--- config.mk ---
export PLATFORM = sky130hd
export DESIGN_NAME = aerl_ram
export DESIGN_NICKNAME = d
export VERILOG_FILES = /design/src/design/aerl_ram.sv
export SDC_FILE = /design/constraint.sdc
export NUM_CORES = 1
export LEC_CHECK = 0
export ABC_AREA = 0
export BUFFER_PORTS_ARGS = -buffer_cell sky130_fd_sc_hd__buf_2
export CAP_MARGIN = 30
export CORE_ASPECT_RATIO = 0.9
export CORE_MARGIN = 2
export CORE_UTILIZATION = 56
export CTS_CLUSTER_DIAMETER = 200
export DETAILED_ROUTE_END_ITERATION = 6
export GPL_ROUTABILITY_DRIVEN = 0
export PLACE_DENSITY_LB_ADDON = 0.2
export SYNTH_ARGS = -nofsm -noshare
export SYNTH_HDL_FRONTEND = slang
export SYNTH_SLANG_ARGS = --single-unit
--- constraint.sdc ---
create_clock -name clk -period 2.7 [get_ports clk]
set_input_delay 0.54 -clock clk [delete_from_list [all_inputs] [get_ports clk]]
set_output_delay 0.54 -clock clk [all_outputs]
set_load 0.05 [all_outputs]
--- src/design/aerl_ram.sv ---
// ----------------------------------------------------------------------------
// aerl_ram
// Single-port synchronous RAM with registered read data.
// Read data holds until the next read.
// ----------------------------------------------------------------------------
`default_nettype none

module aerl_ram #(
  parameter int WIDTH = 8,
  parameter int DEPTH = 16
) (
  input  wire logic                     clk,
  input  wire logic                     wr_en,
  input  wire logic                     rd_en,
  input  wire logic [$clog2(DEPTH)-1:0] addr,
  input  wire logic [WIDTH-1:0]         wdata,
  output logic      [WIDTH-1:0]         rdata
);

  logic [WIDTH-1:0] mem [DEPTH];

  // Write port
  always_ff @(posedge clk) begin
    if (wr_en) begin
      mem[addr] <= wdata;
    end
  end

  // Registered read port
  always_ff @(posedge clk) begin
    if (rd_en) begin
      rdata <= mem[addr];
    end
  end

endmodule

`default_nettype wire

==> results.toml, run 1 <==
[status]
status = "finished, final reports clean"

[layout]
fillers = 557
layout.nets = 293
drive_gt1_share_pct = 34.8
diodes = 0
syn_to_final_growth_pct = 18.6
final_util_pct = 67.5
final_area_um2 = 6110

[worst_setup_path]
cp.required_ns = 2.95
cp-end-kind = "register"
cp.arrival_ns = 2.02
crit_path_max_fanout = 24
reg2reg_depth = 3
startpoint_type = "input port"
r2r_slack_ns = 1.20
worstSetupPathType = "in2reg"

[clocking]
cts-root-buf = "clkbuf_8"
clock-sinks = 136
clk_latency_ns = 0.52
cts_max_level = 4
clock_path_buffers = 2
cts_buffers = 17
clk_pin_slew_ns = 0.06
cts.hold.buffers_added = 0
post_cts.repair.setup_buffers = 0
cts_tree = "yes"
cts_resized = 0

[place]
portBuffers = 22
placed_cell_area_um2 = 5490
place_hpwl_um = 6130

[sta]
post-route-period-util_pct = 65.5
hold_slack_ns = 0.405
hold_viol_final = 0
finalMaxSlewViolations = 0
rsz0062_at_grt = "false"
finalSetupViolations = 0
slew_headroom_pct = 47.4
tightest_slew_ns = 0.785
period_needed_ns = 1.77
tns_ns = 0
clock.fmax_mhz = 566
fin_skew_ns = 0.00785

[synth]
synth_area_per_cell_um2 = 22.4
syn_area_um2 = 5150
netlist_instances = 230
yosys.cell_types.count = 17
synth-xor-area-share_pct = 0
yosys.area_share.adder_pct = 0
seq_area_frac_synth_pct = 79.3
synth_top_family_by_area = "multiplexers"
synthMuxAreaShare_pct = 14.0
synth_compound_area_share_pct = 2.33
synthSimpleGateAreaFrac_pct = 3.16
synth-seq-cells = 136
synth-warning-count = 0
synth_fp_nets = 245

[detailed_routing]
via_per_inst = 5.86
drt_iter0_markers = 171
wl_per_cell_um = 23.3
antenna_left = 0
finalWirelength_um = 9590
num_vias = 2416
first_pass_iters = 4
drc = 0

[global_routing]
antenna_found_initial = 0
grt_pass1_vias = 2455
grt-ovfl-total = 0
grt_pass1_wl_um = 14700
grt.total_usage_pct = 21.5
grt_max_degree = 25

[floorplan]
io_pins = 23
fp.dieW_um = 105
dieArea_um2 = 9980
start_util_pct = 56.9
design.core.area_um2 = 9040
rows = 33
die_y_um = 95.0

[hold_path]
hp-class = "in2reg"
hold_depth = 1

[power]
power_mw = 5.03
irDropWorstVdd_mv = 0.655
power_density_nw_per_um2 = 824
p_leak_nw = 2.02

[run]
drv_cap = 0
per-layer routing:
metal	track usage (%)	share of wire, %	vias up
li1	-	-	1067
met3	6.76	7.3	14
met5	0	0	-
met1	29.6	42	1243
met2	32.6	49	92
met4	9.00	1.7	0
flip-flops by register name, indices dropped and copies added, names as in the netlist:
register,cells
rdata,8
mem,128
layout make-up:
cell class / instances / area (um^2) / share of cell area, %
clock buffers: 18 / 418 / 6.84
repair buffers: 40 / 245 / 4.02
multi-input cells: 83 / 1000 / 16.4
flip-flops and latches: 136 / 4080 / 66.9
clock inverters: 13 / 204 / 3.34
well taps: 122 / 153 / 2.50
where the power goes:
group,internal (mW),switching (mW)
Combinational,0.0907,0.158
Sequential,2.38,0.0126
Clock,1.58,0.809
cells by family (layout without fill, tap and decap cells):
logic type | after synthesis | in the layout
flip-flops | 136 | 136
AND/OR/NAND/NOR | 35 | 35
multiplexers | 32 | 32
AO/OA/AOI/OAI | 16 | 16
buffers and inverters | 11 | 71
worst max-delay path, stage by stage:
cell	delay [ns]
buf_2	0.46
buf_4	0.30
mux4_2	0.34
a22oi_1	0.25
nand2_1	0.12
layout by cell type (no fill, tap or decap):
cell	instances
mux4_2	32
and2_1	1
nor2_1	13
clkbuf_8	1
a22oi_1	16
nor2b_1	2
clkbuf_1	1
nand3b_1	2
clkinv_4	3
clkinvlp_4	2
or3b_2	1
nand2_1	9
buf_2	22
edfxtp_1	136
nand3_1	1
clkbuf_16	16
nand2b_1	2
bufinv_16	5
clkinv_1	2
buf_4	18
nor3_1	4
clkinv_2	1
Yosys cell counts:
master | number | share of area, %
buf_2 | 2 | 0.19
a22oi_1 | 16 | 2.3
nand3b_1 | 2 | 0.29
and2_1 | 1 | 0.12
or3b_2 | 1 | 0.17
nand2b_1 | 2 | 0.24
nand3_1 | 1 | 0.097
nor3_1 | 4 | 0.39
clkbuf_2 | 1 | 0.097
mux4_2 | 32 | 14
buf_6 | 2 | 0.44
nor2_1 | 13 | 0.95
nand2_1 | 9 | 0.66
buf_1 | 4 | 0.29
clkbuf_1 | 2 | 0.15
nor2b_1 | 2 | 0.24
edfxtp_1 | 136 | 79
final timing paths:
check | end | from
setup / recovery | rdata[5] | addr[1]
setup reg to reg | rdata[5] | mem[7][5]
hold / removal | rdata[1] | rd_en
hold reg to reg | rdata[1] | mem[12][1]
through the flow:
| step | setup WS (ns) | cells |
|---|---|---|
| global route | 0.848 | 412 |
| CTS | 0.928 | 412 |
| detailed placement | 0.400 | 381 |
| floorplan | 0.667 | 230 |
| finish | 0.933 | 412 |
| global placement | 0.400 | 381 |
(Power assumes the default switching activity.)
==> run 2: changes to the inputs <==
- ABC_AREA: 0 -> 1
- clock period: 2.7 -> 1.7 ns (I/O delays scaled with it)
==> run 2 against run 1 <==
  * Non-clock buffer count rose by 14
  * Critical path type is now reg2out
  * Global-route usage rose by 2.8 points
  * Sequential share of layout area shrank 5.2 points
  * Total power rose by 52%
  * Critical endpoint is now rdata[5]
  * Via count up 60%
==> results.toml, run 2 <==
[detailed_routing]
wl_per_cell_um = 16.5
drt_iter0_markers = 355
first_pass_iters = 5
finalWirelength_um = 12200
drc = 0
antenna_left = 0
num_vias = 3854
via_per_inst = 5.22

[sta]
clock.fmax_mhz = 674
finalSetupViolations = 0
post-route-period-util_pct = 87.3
postLayoutSetupSlackWorst_ns = 0.215
finalMaxSlewViolations = 0
slew_headroom_pct = 74.3
fin_skew_ns = 0.00579
period_needed_ns = 1.48
rsz0062_at_grt = "false"
hold_viol_final = 0
hold_slack_ns = 0.186
tightest_slew_ns = 0.386
tns_ns = 0

[layout]
seq_area_um2 = 4080
drive_gt1_share_pct = 13.7
regMostFlops = "mem"
largest_registers = "mem x128, rdata x8"
final_common_cell = "nand2_1"
layout.cells.non_filler = 739
largest_reg_flops = 128
final_area_um2 = 6620
fillers = 747
final_util_pct = 68.0
syn_to_final_growth_pct = 16.7
layout.nets = 615
multi_input_area_um2 = 1390
final_cell_mix = "nand2_1, edfxtp_1, buf_4"
diodes = 0

[clocking]
cts_max_level = 4
cts_resized = 0
clk_pin_slew_ns = 0.06
clock-sinks = 136
cts_tree = "yes"
post_cts.repair.setup_buffers = 0
clock_path_buffers = 2
cts.hold.buffers_added = 0
cts_buffers = 17
cts-root-buf = "clkbuf_8"
clk_latency_ns = 0.51

[worst_setup_path]
critPathMaxStageDelay_ns = 0.41
cp.required_ns = 1.36
crit_buf_inv = 1
path_delay_family = "flip-flops"
cp-end-kind = "output port"
critPathSlowestCell = "edfxtp_1"
crit_chain = "buf_2"
startpoint_type = "register"
crit_path_max_fanout = 1
worstSetupPathType = "reg2out"
cp.arrival_ns = 1.14

[floorplan]
die_y_um = 99.5
io_pins = 23
start_util_pct = 58.2
fp.dieW_um = 110
dieArea_um2 = 11000
design.core.area_um2 = 9740
rows = 34

[synth]
synthArstFlopShare_pct = 0
synth_area_per_cell_um2 = 10.4
synth-warning-count = 0
synthTopCellsByArea = "edfxtp_1, nand2_1, inv_1, nor2_1, buf_2"
synth_fp_nets = 563
seq_area_frac_synth_pct = 72.0
synth_flop_cell = "edfxtp_1"
synth_edf_count = 136
synth.most_common_cell = "nand2_1"
netlist.area_leader.share_pct = 72.0
synth-seq-cells = 136
syn_area_um2 = 5670
yosys.cell_types.count = 10
synth_top_area_cell = "edfxtp_1"
netlist_instances = 548
synth_common_cells = "nand2_1, edfxtp_1, inv_1, nor2_1, buf_2"

[status]
status = "finished, final reports clean"

[global_routing]
antenna_found_initial = 0
grt-ovfl-total = 0
grt_pass1_wl_um = 19400
grt_max_degree = 41
grt_pass1_vias = 3804
grt.total_usage_pct = 24.3

[place]
dp.cells = 707
placed_cell_area_um2 = 6080
portBuffers = 22
place_hpwl_um = 7720
pre_cts_ws_ns = 0.105

[power]
p_leak_nw = 2.85
power_density_nw_per_um2 = 1150
irDropWorstVdd_mv = 0.754
power_mw = 7.63

[run]
drv_cap = 0

[hold_path]
hp-class = "in2reg"
==> run 2: cell count changes in the layout (fill, tap and decap cells not counted), sizes merged, moves of 5 or more <==
cell	change
nor2	+5
mux4	-32
a22oi	-16
nand2	+337
buf	+14
clkinvlp	+5
inv	+25
==> run 2: metal layers <==
layer	GRT usage [%]	routed length [um]
met5	0	0
met4	6.92	87
met3	5.24	992
met2	37.3	5680
met1	35.6	5430
==> run 2: kinds of logic (layout without fill, tap and decap cells) <==
family	Yosys count	count (layout)	synth area share, %
buffers and inverters	44	109	3.57
DFF	136	136	72.0
and+or+nand+nor	368	368	24.4
==> run 2: cell type report <==
class | instances | share of cell area (%)
clock buffer | 17 | 6.26
clock inverter | 15 | 1.95
inverter | 23 | 1.30
multi-input combinational | 368 | 20.9
sequential | 136 | 61.7
tap | 126 | 2.38
timing repair buffer | 54 | 5.48
==> run 2: path summary, 6_finish.rpt <==
check             depth (start not counted)  slack [ns]  endpoint  startpoint
setup reg to reg                          8        0.53  rdata[6]   mem[7][6]
hold reg to reg                           8        0.79  rdata[7]   mem[2][7]
setup / recovery                          1        0.22  rdata[5]    rdata[5]
hold / removal                            1        0.19  rdata[6]       rd_en
==> run 2: power breakdown <==
part | total [mW] | internal (mW) | switching, mW | leakage (nW)
Sequential | 3.80 | 3.78 | 0.0210 | 1.24
Combinational | 0.521 | 0.140 | 0.381 | 1.37
Clock | 3.31 | 1.93 | 1.38 | 0.242
