[src/design/aerl_pkg.sv]
// ----------------------------------------------------------------------------
// aerl_pkg
// Shared types and constants for the audit event ring log: ring depth,
// request and response payloads, the stored entry layout and the control
// bundles passed between the pointer logic and the top level.
// ----------------------------------------------------------------------------
`default_nettype none

package aerl_pkg;

  // Ring geometry
  localparam int AUDIT_DEPTH = 64;
  localparam int SLOT_W      = $clog2(AUDIT_DEPTH);
  localparam int FILL_W      = $clog2(AUDIT_DEPTH + 1);
  localparam int SUM_W       = FILL_W + 1;

  // Operation codes
  typedef enum logic {
    OP_RECORD = 1'b0,
    OP_READ   = 1'b1
  } op_t;

  // Result status codes
  typedef enum logic [1:0] {
    ST_OK     = 2'd0,
    ST_REJECT = 2'd1,
    ST_EMPTY  = 2'd2
  } status_t;

  // Action code that marks a dropped event
  localparam logic [1:0] ACT_INVALID = 2'd3;

  typedef struct packed {
    op_t                opcode;
    logic [31:0]        thread_id;
    logic [31:0]        call_number;
    logic [1:0]         action;
    logic signed [63:0] call_result;
  } req_t;

  typedef struct packed {
    status_t            status;
    logic [63:0]        event_sequence;
    logic [31:0]        event_thread;
    logic [31:0]        event_syscall;
    logic [1:0]         event_action;
    logic signed [63:0] event_result;
    logic [63:0]        total_recorded;
  } rsp_t;

  // One stored ring entry
  typedef struct packed {
    logic [63:0]        seq_stamp;
    logic [31:0]        thread;
    logic [31:0]        syscall;
    logic [1:0]         action;
    logic signed [63:0] result;
  } entry_t;

  localparam int ENTRY_W = $bits(entry_t);

  // Ring port access for the current cycle
  typedef struct packed {
    logic              wr_en;
    logic              rd_en;
    logic [SLOT_W-1:0] addr;
    logic [63:0]       stamp;
  } ring_acc_t;

  // Registered response control, valid in the cycle after a transfer
  typedef struct packed {
    logic        valid;
    status_t     status;
    logic        from_ram;
    logic [63:0] total;
  } rsp_ctl_t;

endpackage

`default_nettype wire

[src/design/aerl_ctrl.sv]
// ----------------------------------------------------------------------------
// aerl_ctrl
// Ring pointer logic: oldest slot, fill count and the running record count.
// Picks the ring slot for each transfer and registers the response control.
// ----------------------------------------------------------------------------
`default_nettype none

module aerl_ctrl (
  input  wire logic               clk,
  input  wire logic               rst,
  input  wire logic               accept,
  input  wire aerl_pkg::op_t      opcode,
  input  wire logic [1:0]         action,
  output aerl_pkg::ring_acc_t     acc,
  output aerl_pkg::rsp_ctl_t      info
);

  logic [aerl_pkg::SLOT_W-1:0] oldest;
  logic [aerl_pkg::FILL_W-1:0] fill;
  logic [63:0]                 total;

  logic                        is_rec;
  logic                        rec_ok;
  logic                        full;
  logic                        empty;
  logic [aerl_pkg::SLOT_W-1:0] wr_slot;
  logic [aerl_pkg::SLOT_W-1:0] newest_slot;
  logic [aerl_pkg::SLOT_W-1:0] oldest_inc;

  // Slot plus offset, wrapped once: both operands stay below twice the depth
  function automatic logic [aerl_pkg::SLOT_W-1:0] slot_add(
    input logic [aerl_pkg::SLOT_W-1:0] base,
    input logic [aerl_pkg::FILL_W-1:0] off
  );
    logic [aerl_pkg::SUM_W-1:0] sum;
    sum = aerl_pkg::SUM_W'(base) + aerl_pkg::SUM_W'(off);
    if (sum >= aerl_pkg::SUM_W'(aerl_pkg::AUDIT_DEPTH)) begin
      sum = sum - aerl_pkg::SUM_W'(aerl_pkg::AUDIT_DEPTH);
    end
    return sum[aerl_pkg::SLOT_W-1:0];
  endfunction

  // Slot selection
  always_comb begin
    is_rec      = (opcode == aerl_pkg::OP_RECORD);
    rec_ok      = is_rec && (action != aerl_pkg::ACT_INVALID);
    full        = (fill == aerl_pkg::FILL_W'(aerl_pkg::AUDIT_DEPTH));
    empty       = (fill == '0);
    wr_slot     = full ? oldest : slot_add(oldest, fill);
    newest_slot = slot_add(oldest, fill - aerl_pkg::FILL_W'(1));
    oldest_inc  = slot_add(oldest, aerl_pkg::FILL_W'(1));

    acc.wr_en = accept && rec_ok;
    acc.rd_en = accept && !is_rec && !empty;
    acc.addr  = is_rec ? wr_slot : newest_slot;
    acc.stamp = total + 64'd1;
  end

  // Pointer update and response control
  always_ff @(posedge clk) begin
    if (rst) begin
      oldest        <= '0;
      fill          <= '0;
      total         <= '0;
      info.valid    <= 1'b0;
      info.status   <= aerl_pkg::ST_OK;
      info.from_ram <= 1'b0;
      info.total    <= '0;
    end else begin
      info.valid <= accept;
      if (accept) begin
        info.from_ram <= !is_rec && !empty;
        if (is_rec) begin
          info.status <= rec_ok ? aerl_pkg::ST_OK : aerl_pkg::ST_REJECT;
        end else begin
          info.status <= empty ? aerl_pkg::ST_EMPTY : aerl_pkg::ST_OK;
        end
        if (rec_ok) begin
          total      <= acc.stamp;
          info.total <= acc.stamp;
          if (full) begin
            oldest <= oldest_inc;
          end else begin
            fill <= fill + aerl_pkg::FILL_W'(1);
          end
        end else begin
          info.total <= total;
        end
      end
    end
  end

endmodule

`default_nettype wire
[config.mk]
export PLATFORM = sky130hd
export DESIGN_NAME = aerl_ctrl
export DESIGN_NICKNAME = d
export VERILOG_FILES = /design/src/design/aerl_pkg.sv /design/src/design/aerl_ctrl.sv
export SDC_FILE = /design/constraint.sdc
export NUM_CORES = 1
export LEC_CHECK = 0
export ABC_CLOCK_PERIOD_IN_PS = 7600
export BUFFER_PORTS_ARGS = -buffer_cell sky130_fd_sc_hd__buf_2
export CAP_MARGIN = 0
export CORE_ASPECT_RATIO = 2
export CORE_MARGIN = 3
export CORE_UTILIZATION = 45
export CTS_BUF_LIST = sky130_fd_sc_hd__clkbuf_8
export CTS_CLUSTER_DIAMETER = 200
export DETAILED_ROUTE_END_ITERATION = 6
export HOLD_SLACK_MARGIN = 0.15
export PLACE_DENSITY = 0.7
export SETUP_SLACK_MARGIN = 0.3
export SYNTH_ARGS = -nofsm -noshare
export SYNTH_HDL_FRONTEND = slang
export SYNTH_SLANG_ARGS = --single-unit
[constraint.sdc]
create_clock -name clk -period 7.6 [get_ports clk]
set_clock_uncertainty 0.05 [all_clocks]
set_input_delay 2.28 -clock clk [delete_from_list [all_inputs] [get_ports clk]]
set_output_delay 2.28 -clock clk [all_outputs]
set_load 0.01 [all_outputs]
==> metrics.md, run 1 <==
| Metric | Value |
|---|---|
| Share of total power consumed by net switching | between 20% and 30% |
| Count of antenna diodes in the layout | 0 |
| Largest fanout on the critical path | 32 |
| Top post-synthesis cells by area | sky130_fd_sc_hd__dfxtp_1 (29%), sky130_fd_sc_hd__xor2_1 (11%), sky130_fd_sc_hd__xnor2_1 (6.3%) |
| Highest clock frequency the design can meet | ~180 MHz |
| Antenna-violating nets left | 0 |
| Port-buffer cells | approximately 150 |
| Setup repair after global routing missed its margin | false |
| Final Worst Setup Slack | between 1.5 and 2 ns |
| Routed vias/inst | about 5.6 |
| Syn Nets | between 700 and 800 |
| Final hold violations | 0 |
| Largest net degree at the start of global routing | 52 |
| Total global routing track utilization | between 20% and 30% |
| DRT Wirelength | about 17000 um |
| Launch instance of the worst register-to-register path | total[8] |
| Fill count | ~1200 |
| Post-route standard cell area excluding fillers | 6499 um^2 |
| Switching power summed over all nets | approximately 0.19 mW |
| Root buffer selected by CTS | sky130_fd_sc_hd__clkbuf_8 |
| Arrival time of data at the critical path endpoint | 3.28 ns |
| First-pass GRT wire length | roughly 27000 um |
| Layout cells sized above 1 | 22.21% |
| Clock latency on the worst-skew pair | about 0.36 ns |
| Total negative slack for setup checks | 0 ns |
| Pins Over Slew Limit | 0 |
| Slew headroom | a little over a third |
| Initial cell density of the core | 46.03% |
| Synthesis-to-layout area growth | 16.46% |
| First-pass DRT Iterations | 4 |
| Power share of the combinational group | 5.8% |
| Share of synthesized area occupied by flip-flops and latches | 29.06% |
| Final clock period utilization by the worst path | between 70% and 80% |
| Part of the total power dissipated in sequential elements | approximately half |
| Post CTS Setup Buffer Count | 0 |
| Final critical path time including I/O delays and setup | between 5 and 6 ns |
| Clock buffers created by TritonCTS | 9 |
| Flop-to-flop setup slack | ~4.6 ns |
| Final global-route overflow total | 0 |
| X dimension of the die | 84.74 um |
| Sort of element at the end of the critical path | output pin |
| Critical path start-end classification | in -> out |
| Number of antenna violations at the first check in global routing | 0 |
| Per-instance average area after synthesis | approximately 8 um^2 |
| Maximum number of buffers from clock root to sink | 2 |
| Count of pins on the block boundary | 146 |
| Synthesized area | between 5000 and 6000 um^2 |
| Initial drt markers | between 200 and 300 |
| Power density cells | 131.6 nW/um^2 |
| Total number of placement rows | 57 |
| Drt wl/cell | between 15 and 20 um |
| Outcome | complete, no violations |
| Critical path required time | around 5.3 ns |
| Number of placed cells counting well taps | around 960 |
| Most area-hungry cell type in the Yosys netlist | sky130_fd_sc_hd__dfxtp_1 |
| Worst Setup Start Kind | primary input |
| DIE AREA | ~14000 um^2 |
| Transition time of the tightest slew-check pin | 0.9562 ns |
| Critical path startpoint | opcode |
| GP Congestion | a little over 0.9 |
| Y dimension of the die | between 150 and 200 um |
| Cell Int Power | between 0.6 and 0.7 mW |
| Cell count after synthesis | between 700 and 800 |
| Async S/R FF share, synth | 0% |
| IR drop worst, VDD | 0.08814 mV |
| TritonCTS clock tree | done |
| Clock slew at the register clock pins of the worst setup and hold paths | approximately 0.07 ns |
| Resized cells post-CTS | 0 |
| H-tree depth | 3 |
| Number of global-route vias before repair | between 5000 and 6000 |
| Prevailing post-synth register cell | sky130_fd_sc_hd__dfxtp_1 |
| Synthesis Warnings | 0 |
| Half-perimeter wire length of the detailed placement result | around 13000 um |
| Cell leakage power | about 3.1 nW |
| Core Region | between 10000 and 15000 um^2 |
| Placement-stage worst setup slack | 1.993 ns |
| Most frequent standard cell in the layout excluding fill and tap cells | sky130_fd_sc_hd__buf_2 |
| Beginning of the worst hold path | info[66] |
| Post-Layout Cell Count | ~1000 |
| Area of placed instances | around 6300 um^2 |
| Distinct cell type count after synthesis | between 50 and 60 |
| Flop and latch count out of synthesis | 81 |
| Number of endpoints failing setup at the final stage | 0 |
| Fraction of post-synthesis cell area in the top cell type by area | between 20 and 30% |
| CTS hold repair buffers | 0 |
| Count of max-cap constraint violations | 0 |
| Most frequent cells in the layout | sky130_fd_sc_hd__buf_2 (145), sky130_fd_sc_hd__nor2_1 (91), sky130_fd_sc_hd__dfxtp_1 (81), sky130_fd_sc_hd__xor2_1 (71), sky130_fd_sc_hd__nand2_1 (60) |
| Hold WS | between 0.4 and 0.5 ns |
| Clock share of power | 44.1% |
| Hold WC Path Type | reg -> reg |
| Number of vias after detailed routing | about 5500 |
| Clock sink count | about 80 |
| Remaining DRCs | 0 |
| Final nets | ~850 |
| Number of enable flip-flop cells after synthesis | 0 |
-- final cells by class --
type / instances / area, um^2 / share of cell area (%)
Tap cell: 147 / 183.9 / 2.830
Clock buffer: 10 / 137.6 / 2.118
Inverter: 13 / 48.80 / 0.7509
Sequential cell: 81 / 1622 / 24.95
Timing Repair Buffer: 150 / 763.2 / 11.74
Clock inverter: 4 / 93.84 / 1.444
Multi-Input combinational cell: 566 / 3650 / 56.16
-- worst max-delay path: stages --
cell,delay (ns)
sky130_fd_sc_hd__buf_2,0.22
sky130_fd_sc_hd__nor2b_1,0.10
sky130_fd_sc_hd__nand2b_1,0.07
sky130_fd_sc_hd__buf_4,0.35
sky130_fd_sc_hd__inv_1,0.10
sky130_fd_sc_hd__buf_2,0.15
-- kinds of logic (layout without fill, tap and decap cells) --
logic type	count (synthesis)	in the layout	share of synthesized area, %
compound gates	88	88	8.812
mux	9	9	1.726
fa+ha+maj	18	18	4.305
buf+inv	57	177	5.538
simple gates	340	340	33.14
flops	81	81	29.06
xor+xnor	111	111	17.42
-- cell usage after synthesis, types with 2 or more instances --
cell and n:
sky130_fd_sc_hd__or3_1 17, sky130_fd_sc_hd__a21o_1 4, sky130_fd_sc_hd__and3_1 12, sky130_fd_sc_hd__nand3_1 28
sky130_fd_sc_hd__clkbuf_8 6, sky130_fd_sc_hd__o31ai_1 10, sky130_fd_sc_hd__inv_1 13, sky130_fd_sc_hd__nand4_4 2
sky130_fd_sc_hd__fa_1 2, sky130_fd_sc_hd__clkbuf_1 25, sky130_fd_sc_hd__nor4_1 16, sky130_fd_sc_hd__xnor2_1 40
sky130_fd_sc_hd__clkbuf_2 2, sky130_fd_sc_hd__mux2_2 4, sky130_fd_sc_hd__dfxtp_1 81, sky130_fd_sc_hd__xor2_1 71
sky130_fd_sc_hd__nor4_4 4, sky130_fd_sc_hd__and2_1 5, sky130_fd_sc_hd__nand3b_1 2, sky130_fd_sc_hd__a22oi_1 3
sky130_fd_sc_hd__buf_6 2, sky130_fd_sc_hd__nand4_2 3, sky130_fd_sc_hd__mux2i_1 4, sky130_fd_sc_hd__nand2_1 60
sky130_fd_sc_hd__or3_2 2, sky130_fd_sc_hd__nand4_1 40, sky130_fd_sc_hd__nand3_2 2, sky130_fd_sc_hd__ha_1 16
sky130_fd_sc_hd__buf_2 5, sky130_fd_sc_hd__buf_4 2, sky130_fd_sc_hd__nor2b_1 11, sky130_fd_sc_hd__nor3_1 17
sky130_fd_sc_hd__or4_1 16, sky130_fd_sc_hd__o21ai_0 29, sky130_fd_sc_hd__nor2_1 91, sky130_fd_sc_hd__a21oi_1 39
sky130_fd_sc_hd__nand2b_1 4
-- state kept, by name, summed over array words and instances, names as in the netlist --
name    cells
oldest      6
info        4
fill        7
total      64
-- final timing paths --
check,to,cells past startpoint
worst max-delay path,acc[71],6
worst min register to register,info[66],2
worst min-delay path,info[66],2
worst max register to register,total[38],5
-- per-layer routing --
| layer | global-route usage, % | share of wire [%] |
|---|---|---|
| met5 | 0 | 0 |
| met2 | 47.36 | 56 |
| met4 | 11.38 | 3.2 |
| met1 | 24.84 | 36 |
| met3 | 3.079 | 4.4 |
-- per-stage QoR --
step                power (mW)  utilization (%)
detailed placement      0.4882            51.69
floorplan               0.4735                -
CTS                     0.8624            53.60
finish                  0.8549            53.60
global route            0.8817            53.60
global placement        0.4874            51.69
-- power by group through the flow --
stage	logic (mW)	clock network, mW	registers, mW
after global placement	0.0488	0	0.439
after global routing	0.0550	0.398	0.429
after CTS	0.0497	0.384	0.429
after floorplan	0.0349	0	0.439
final	0.0493	0.377	0.429
after detailed placement	0.0495	0	0.439
Note: power is estimated with default switching activity, not from simulation.
==> inputs of run 2 (changes only) <==
- ABC_CLOCK_PERIOD_IN_PS: 7600 -> 4700
- PLACE_DENSITY: 0.7 -> 0.72
- clock period: 7.6 -> 4.7 ns (I/O delays scaled with it)
==> metrics.md, run 2 (synthesized netlist as in run 1, its figures left out) <==
| Metric | Value |
|---|---|
| Outcome | complete, no violations |
| Root buffer selected by CTS | sky130_fd_sc_hd__clkbuf_8 |
| Worst Setup Start Kind | flip-flop |
| Post-Layout Cell Count | 983 (+1.2%) |
| Beginning of the worst hold path | info[66] |
| Power density cells | 227.2 nW/um^2 (+73%) |
| X dimension of the die | 84.74 um (unchanged) |
| Largest fanout on the critical path | 15 (-53%) |
| Cell Int Power | 1.179 mW (+77%) |
| First-pass GRT wire length | 26730 um (-1.6%) |
| Critical path start-end classification | reg -> out |
| Port-buffer cells | 145 (unchanged) |
| Count of pins on the block boundary | 146 (unchanged) |
| Transition time of the tightest slew-check pin | 1.060 ns (+0.1036 ns) |
| Clock share of power | 48.7% (+4.6 points) |
| Most frequent standard cell in the layout excluding fill and tap cells | sky130_fd_sc_hd__buf_2 |
| TritonCTS clock tree | done |
| Synthesis-to-layout area growth | 19.08% |
| IR drop worst, VDD | 0.1613 mV (+83%) |
| Setup repair after global routing missed its margin | false |
| Flop-to-flop setup slack | 1.94 ns (-2.64 ns) |
| GP Congestion | 0.8805 (-4.7%) |
| Hold WC Path Type | reg -> reg |
| Number of vias after detailed routing | 5582 (+2.0%) |
| Critical path startpoint | total[0] |
| Launch instance of the worst register-to-register path | total[16] |
| Cell leakage power | 3.129 nW (+2.4%) |
| Critical path required time | 3.24 ns (-2.03 ns) |
| Maximum number of buffers from clock root to sink | 2 (unchanged) |
| Routed vias/inst | 5.679 (+0.71%) |
| Largest net degree at the start of global routing | 56 (+7.7%) |
| DIE AREA | 13850 um^2 (unchanged) |
| Arrival time of data at the critical path endpoint | 2.73 ns (-0.55 ns) |
| First-pass DRT Iterations | 5 (+1) |
| Power share of the combinational group | 5.4% (-0.4 points) |
| CP endpoint | acc[32] |
| Initial drt markers | 186 (-34%) |
| Total number of placement rows | 57 (unchanged) |
| Count of max-cap constraint violations | 0 (unchanged) |
| Part of the total power dissipated in sequential elements | 45.9% (-4.2 points) |
| Flip-flop count of the largest register after layout | 64 (unchanged) |
| Register containing the most flip-flops in the final layout | total |
| DRT Wirelength | 16920 um (about the same) |
| Terminus of the critical flop-to-flop path | total[59] |
| Highest clock frequency the design can meet | 238.6 MHz |
| Slew headroom | 29.35% (-6.9 points) |
| Length in cells of the worst reg-to-reg path | 5 (unchanged) |
| Final critical path time including I/O delays and setup | 4.192 ns |
| Number of placed cells counting well taps | 967 (+1.0%) |
| Switching power summed over all nets | 0.3314 mW (+75%) |
| Number of antenna violations at the first check in global routing | 0 (unchanged) |
| Resized cells post-CTS | 0 (unchanged) |
| Share of total power consumed by net switching | 21.94% (-0.21 points) |
| Remaining DRCs | 0 (unchanged) |
| Pins Over Slew Limit | 0 (unchanged) |
| Leading registers by flop count | total: 64 flops, fill: 7 flops, oldest: 6 flops |
| Drt wl/cell | 17.21 um (-1.1%) |
| Clock latency on the worst-skew pair | 0.36 ns (about the same) |
| Total negative slack for setup checks | 0 ns (unchanged) |
| Core utilization of the finished layout | 54.81% (+1.2 points) |
| Final global-route overflow total | 0 (unchanged) |
| Final hold violations | 0 (unchanged) |
| Fill count | 1193 (-1.8%) |
| Layout cells sized above 1 | 23.44% (+1.2 points) |
| Count of antenna diodes in the layout | 0 (unchanged) |
| Clock slew at the register clock pins of the worst setup and hold paths | 0.08 ns (about the same) |
| Total global routing track utilization | 23.96% (-0.34 points) |
| Y dimension of the die | 163.5 um (unchanged) |
| Half-perimeter wire length of the detailed placement result | 12730 um (-0.35%) |
| Core Region | 12120 um^2 (unchanged) |
| Clock buffers created by TritonCTS | 9 (unchanged) |
| Sort of element at the end of the critical path | output pin |
| Initial cell density of the core | 46.03% (unchanged) |
| CTS hold repair buffers | 0 (unchanged) |
| Final nets | 855 (+1.2%) |
| Number of endpoints failing setup at the final stage | 0 (unchanged) |
| Final clock period utilization by the worst path | about nine tenths |
| Number of global-route vias before repair | 5469 (+1.7%) |
| Most frequent cells in the layout | sky130_fd_sc_hd__buf_2 (145), sky130_fd_sc_hd__nor2_1 (91), sky130_fd_sc_hd__dfxtp_1 (81), sky130_fd_sc_hd__xor2_1 (71), sky130_fd_sc_hd__nand2_1 (60) |
| H-tree depth | 3 (unchanged) |
| Antenna-violating nets left | 0 (unchanged) |
| Post CTS Setup Buffer Count | 0 (unchanged) |
| Clock sink count | 81 (unchanged) |
-- run 2: how the worst min path moves through the flow --
stage,to,slack (ns),cells past startpoint
floorplan,info[66],0.43,2
global placement,info[66],0.40,2
detailed placement,info[66],0.40,2
CTS,info[66],0.41,2
global route,info[66],0.44,2
finish,info[66],0.41,2
-- run 2: layout make-up --
type / count / area [um^2] / area share, %
multi-input cells: 566 / 3650 / 54.92
flip-flops and latches: 81 / 1622 / 24.40
repair buffers: 160 / 850.8 / 12.80
well taps: 147 / 183.9 / 2.768
clock inverters: 7 / 166.4 / 2.504
clock buffers: 9 / 123.9 / 1.864
inverters: 13 / 48.80 / 0.7343
-- run 2: layer usage --
metal  vias up  share of wire (%)  GRT usage [%]
met5         -                  0              0
met4         0                4.8          14.91
met3        55                5.1          2.928
met2       196                 55          45.50
met1      2626                 35          24.01
li1       2705                  -              -
-- run 2: power groups by stage --
stage / registers [mW] / clock network (mW) / logic (mW)
2_1_floorplan: 0.709 / 0 / 0.0564
3_3_place_gp: 0.709 / 0 / 0.0811
3_5_place_dp: 0.709 / 0 / 0.0819
4_1_cts: 0.693 / 0.747 / 0.0823
5_1_grt: 0.694 / 0.773 / 0.0907
6_report: 0.693 / 0.735 / 0.0816
-- run 2: critical path: stages (launching register included) --
cell                      delay [ns]
sky130_fd_sc_hd__dfxtp_1        0.44
sky130_fd_sc_hd__ha_1           0.27
sky130_fd_sc_hd__nand3_2        0.21
sky130_fd_sc_hd__nor4_4         0.27
sky130_fd_sc_hd__buf_4          0.27
sky130_fd_sc_hd__nand2_1        0.28
sky130_fd_sc_hd__nor2_1         0.21
sky130_fd_sc_hd__xor2_1         0.24
sky130_fd_sc_hd__buf_2          0.18
-- run 2: metrics by stage --
stage	power (mW)	hold WS (ns)	setup WS, ns	instance area, um^2
2_1_floorplan	0.7657	0.4303	0.7400	5580
3_3_place_gp	0.7903	0.3957	0.8521	6355
3_5_place_dp	0.7912	0.3979	0.8520	6355
4_1_cts	1.522	0.4106	0.4530	6645
5_1_grt	1.558	0.4385	0.3024	6645
6_report	1.510	0.4096	0.5082	6645
==> inputs of run 3 (changes only) <==
- CORE_ASPECT_RATIO: 2 -> not set
- CORE_UTILIZATION: 45 -> 50
- PLACE_DENSITY: 0.72 -> 0.79
==> metrics.md, run 3 (synthesized netlist as in run 1, its figures left out) <==
| Metric | Value |
|---|---|
| Power share of the combinational group | 6.4% (+1.0 points) |
| Register containing the most flip-flops in the final layout | total |
| Clock buffers created by TritonCTS | 9 (unchanged) |
| Hold WC Path Type | reg -> reg |
| DIE AREA | 12460 um^2 (-10%) |
| Flip-flop count of the largest register after layout | 64 (unchanged) |
| Y dimension of the die | 111.6 um (-32%) |
| X dimension of the die | 111.6 um (+32%) |
| Final hold violations | 0 (unchanged) |
| Sort of element at the end of the critical path | output pin |
| Initial cell density of the core | 52.64% (+6.6 points) |
| Largest fanout on the critical path | 7 (-8) |
| Setup repair after global routing missed its margin | true |
| Cell leakage power | 3.064 nW (-2.1%) |
| Final global-route overflow total | 0 (unchanged) |
| Cell Int Power | 0.9694 mW (-18%) |
| Leading registers by flop count | total: 64 flops, fill: 7 flops, oldest: 6 flops |
| Share of total power consumed by net switching | 24.59% (+2.7 points) |
| Number of endpoints failing setup at the final stage | 0 (unchanged) |
| Critical path required time | 3.24 ns (about the same) |
| Most frequent standard cell in the layout excluding fill and tap cells | sky130_fd_sc_hd__buf_2 |
| Worst Setup Start Kind | flip-flop |
| Half-perimeter wire length of the detailed placement result | 11460 um (-10%) |
| Arrival time of data at the critical path endpoint | 2.76 ns (+0.03 ns) |
| Worst hold path depth | 2 (unchanged) |
| Clock slew at the register clock pins of the worst setup and hold paths | 0.08 ns (about the same) |
| Number of global-route vias before repair | 5278 (-3.5%) |
| Clock sink count | 81 (unchanged) |
| First-pass DRT Iterations | 5 (unchanged) |
| GP Congestion | 0.8406 (-4.5%) |
| Slew headroom | 27.74% (-1.6 points) |
| Maximum number of buffers from clock root to sink | 2 (unchanged) |
| First-pass GRT wire length | 25990 um (-2.8%) |
| Number of antenna violations at the first check in global routing | 0 (unchanged) |
| Antenna-violating nets left | 0 (unchanged) |
| Drt wl/cell | 16.33 um (-5.1%) |
| Final clock period utilization by the worst path | 89.82% (+0.64 points) |
| Length in cells of the worst reg-to-reg path | 5 (unchanged) |
| Number of vias after detailed routing | 5682 (+1.8%) |
| Count of max-cap constraint violations | 0 (unchanged) |
| Design Power | 1.286 mW (-15%) |
| Part of the total power dissipated in sequential elements | 53.9% (+8.0 points) |
| Largest net degree at the start of global routing | 57 (+1.8%) |
| H-tree depth | 3 (unchanged) |
| Area used by multi-input combinational logic | 3652 um^2 (about the same) |
| Initial drt markers | 568 (+210%) |
| Port-buffer cells | 145 (unchanged) |
| Pins Over Slew Limit | 0 (unchanged) |
| IR drop worst, VDD | 0.1399 mV (-13%) |
| Transition time of the tightest slew-check pin | 1.084 ns (+0.02406 ns) |
| CTS hold repair buffers | 0 (unchanged) |
| Critical path start-end classification | reg -> out |
| Fill count | 990 (-17%) |
| Remaining DRCs | 0 (unchanged) |
| Synthesis-to-layout area growth | 16.03% |
| Total global routing track utilization | 24.53% (+0.57 points) |
| Highest clock frequency the design can meet | 236.9 MHz (-0.71%) |
| Switching power summed over all nets | 0.3162 mW (-4.6%) |
| Final nets | 849 (-0.70%) |
| Core Region | 10600 um^2 (-13%) |
| Layout cells sized above 1 | 22.65% (-0.79 points) |
| Power density cells | 198.5 nW/um^2 (-13%) |
| Sequential cell area | 1622 um^2 (unchanged) |
| Total negative slack for setup checks | 0 ns (unchanged) |
| Total number of placement rows | 37 (-35%) |
| Root buffer selected by CTS | sky130_fd_sc_hd__clkbuf_8 |
| DRT Wirelength | 15780 um (-6.8%) |
| TritonCTS clock tree | done |
| Clock share of power | 39.7% (-9.0 points) |
| Routed vias/inst | 5.882 (+3.6%) |
| Count of antenna diodes in the layout | 0 (unchanged) |
| Outcome | complete, no violations |
| Most frequent cells in the layout | sky130_fd_sc_hd__buf_2 (145), sky130_fd_sc_hd__nor2_1 (91), sky130_fd_sc_hd__dfxtp_1 (81), sky130_fd_sc_hd__xor2_1 (71), sky130_fd_sc_hd__nand2_1 (59) |
| Final critical path time including I/O delays and setup | 4.222 ns (+0.02985 ns) |
| Count of pins on the block boundary | 146 (unchanged) |
| Clock latency on the worst-skew pair | 0.35 ns (about the same) |
## run 3: cell count changes in the layout (fill, tap and decap cells not counted)
cell	delta
sky130_fd_sc_hd__nand2_2	+1
sky130_fd_sc_hd__nand2_1	-1
sky130_fd_sc_hd__clkinvlp_4	-1
sky130_fd_sc_hd__inv_1	+3
sky130_fd_sc_hd__clkinv_4	-1
sky130_fd_sc_hd__buf_4	-5
sky130_fd_sc_hd__clkinv_2	+2
sky130_fd_sc_hd__clkbuf_8	+1
sky130_fd_sc_hd__buf_12	-1
sky130_fd_sc_hd__bufinv_16	-4
## run 3: what timing repair did
item | in CTS | in global routing
setup endpoints to repair | 0 | 2
gates resized for setup | 0 | 1
buffers inserted | 0 | 1
## run 3: per-stage QoR
stage	cell area, um^2	std cells	setup slack (ns)	util (%)	hold WS (ns)
after global routing	6475	966	0.2846	61.08	0.4528
after floorplan	5580	704	0.7400	-	0.4303
after global placement	6276	949	0.9871	59.20	0.3993
final	6475	966	0.4784	61.08	0.4241
after CTS	6465	965	0.5251	60.98	0.4258
after detailed placement	6276	949	0.9137	59.20	0.4110
## run 3: final timing paths
kind,from,to,slack (ns)
setup / recovery,total[0],acc[56],0.48
hold / removal,info[66],info[66],0.42
hold reg to reg,info[66],info[66],0.42
setup reg to reg,total[27],total[59],2.07
## run 3: worst max-delay path: stages (launching register included)
cell and delay (ns):
sky130_fd_sc_hd__dfxtp_1 0.45, sky130_fd_sc_hd__ha_1 0.25, sky130_fd_sc_hd__nand3_2 0.20, sky130_fd_sc_hd__nor4_4 0.52
sky130_fd_sc_hd__nand4_2 0.31, sky130_fd_sc_hd__nor3_1 0.29, sky130_fd_sc_hd__xor2_1 0.21, sky130_fd_sc_hd__buf_2 0.17
## run 3: layer usage
layer / global-route usage, % / share of wire (%) / vias up
met1: 32.65 / 44 / 2724
met5: 0 / 0 / -
met3: 2.717 / 6.1 / 20
li1: - / - / 2707
met4: 8.516 / 1.6 / 0
met2: 41.29 / 49 / 231
## run 3: final cells by class
| cell class | count | share of cell area [%] |
|---|---|---|
| Tap cell | 136 | 2.628 |
| Clock inverter | 6 | 0.7923 |
| Timing Repair Buffer | 154 | 12.25 |
| Inverter | 13 | 0.7536 |
| Multi-Input combinational cell | 566 | 56.41 |
| Sequential cell | 81 | 25.04 |
| Clock buffer | 10 | 2.126 |
## run 3: power groups by stage
stage	clock network [mW]	logic (mW)	registers, mW
final	0.511	0.0822	0.693
after global placement	0	0.0791	0.709
after floorplan	0	0.0564	0.709
after detailed placement	0	0.0814	0.709
after global routing	0.541	0.0897	0.694
after CTS	0.514	0.0815	0.693
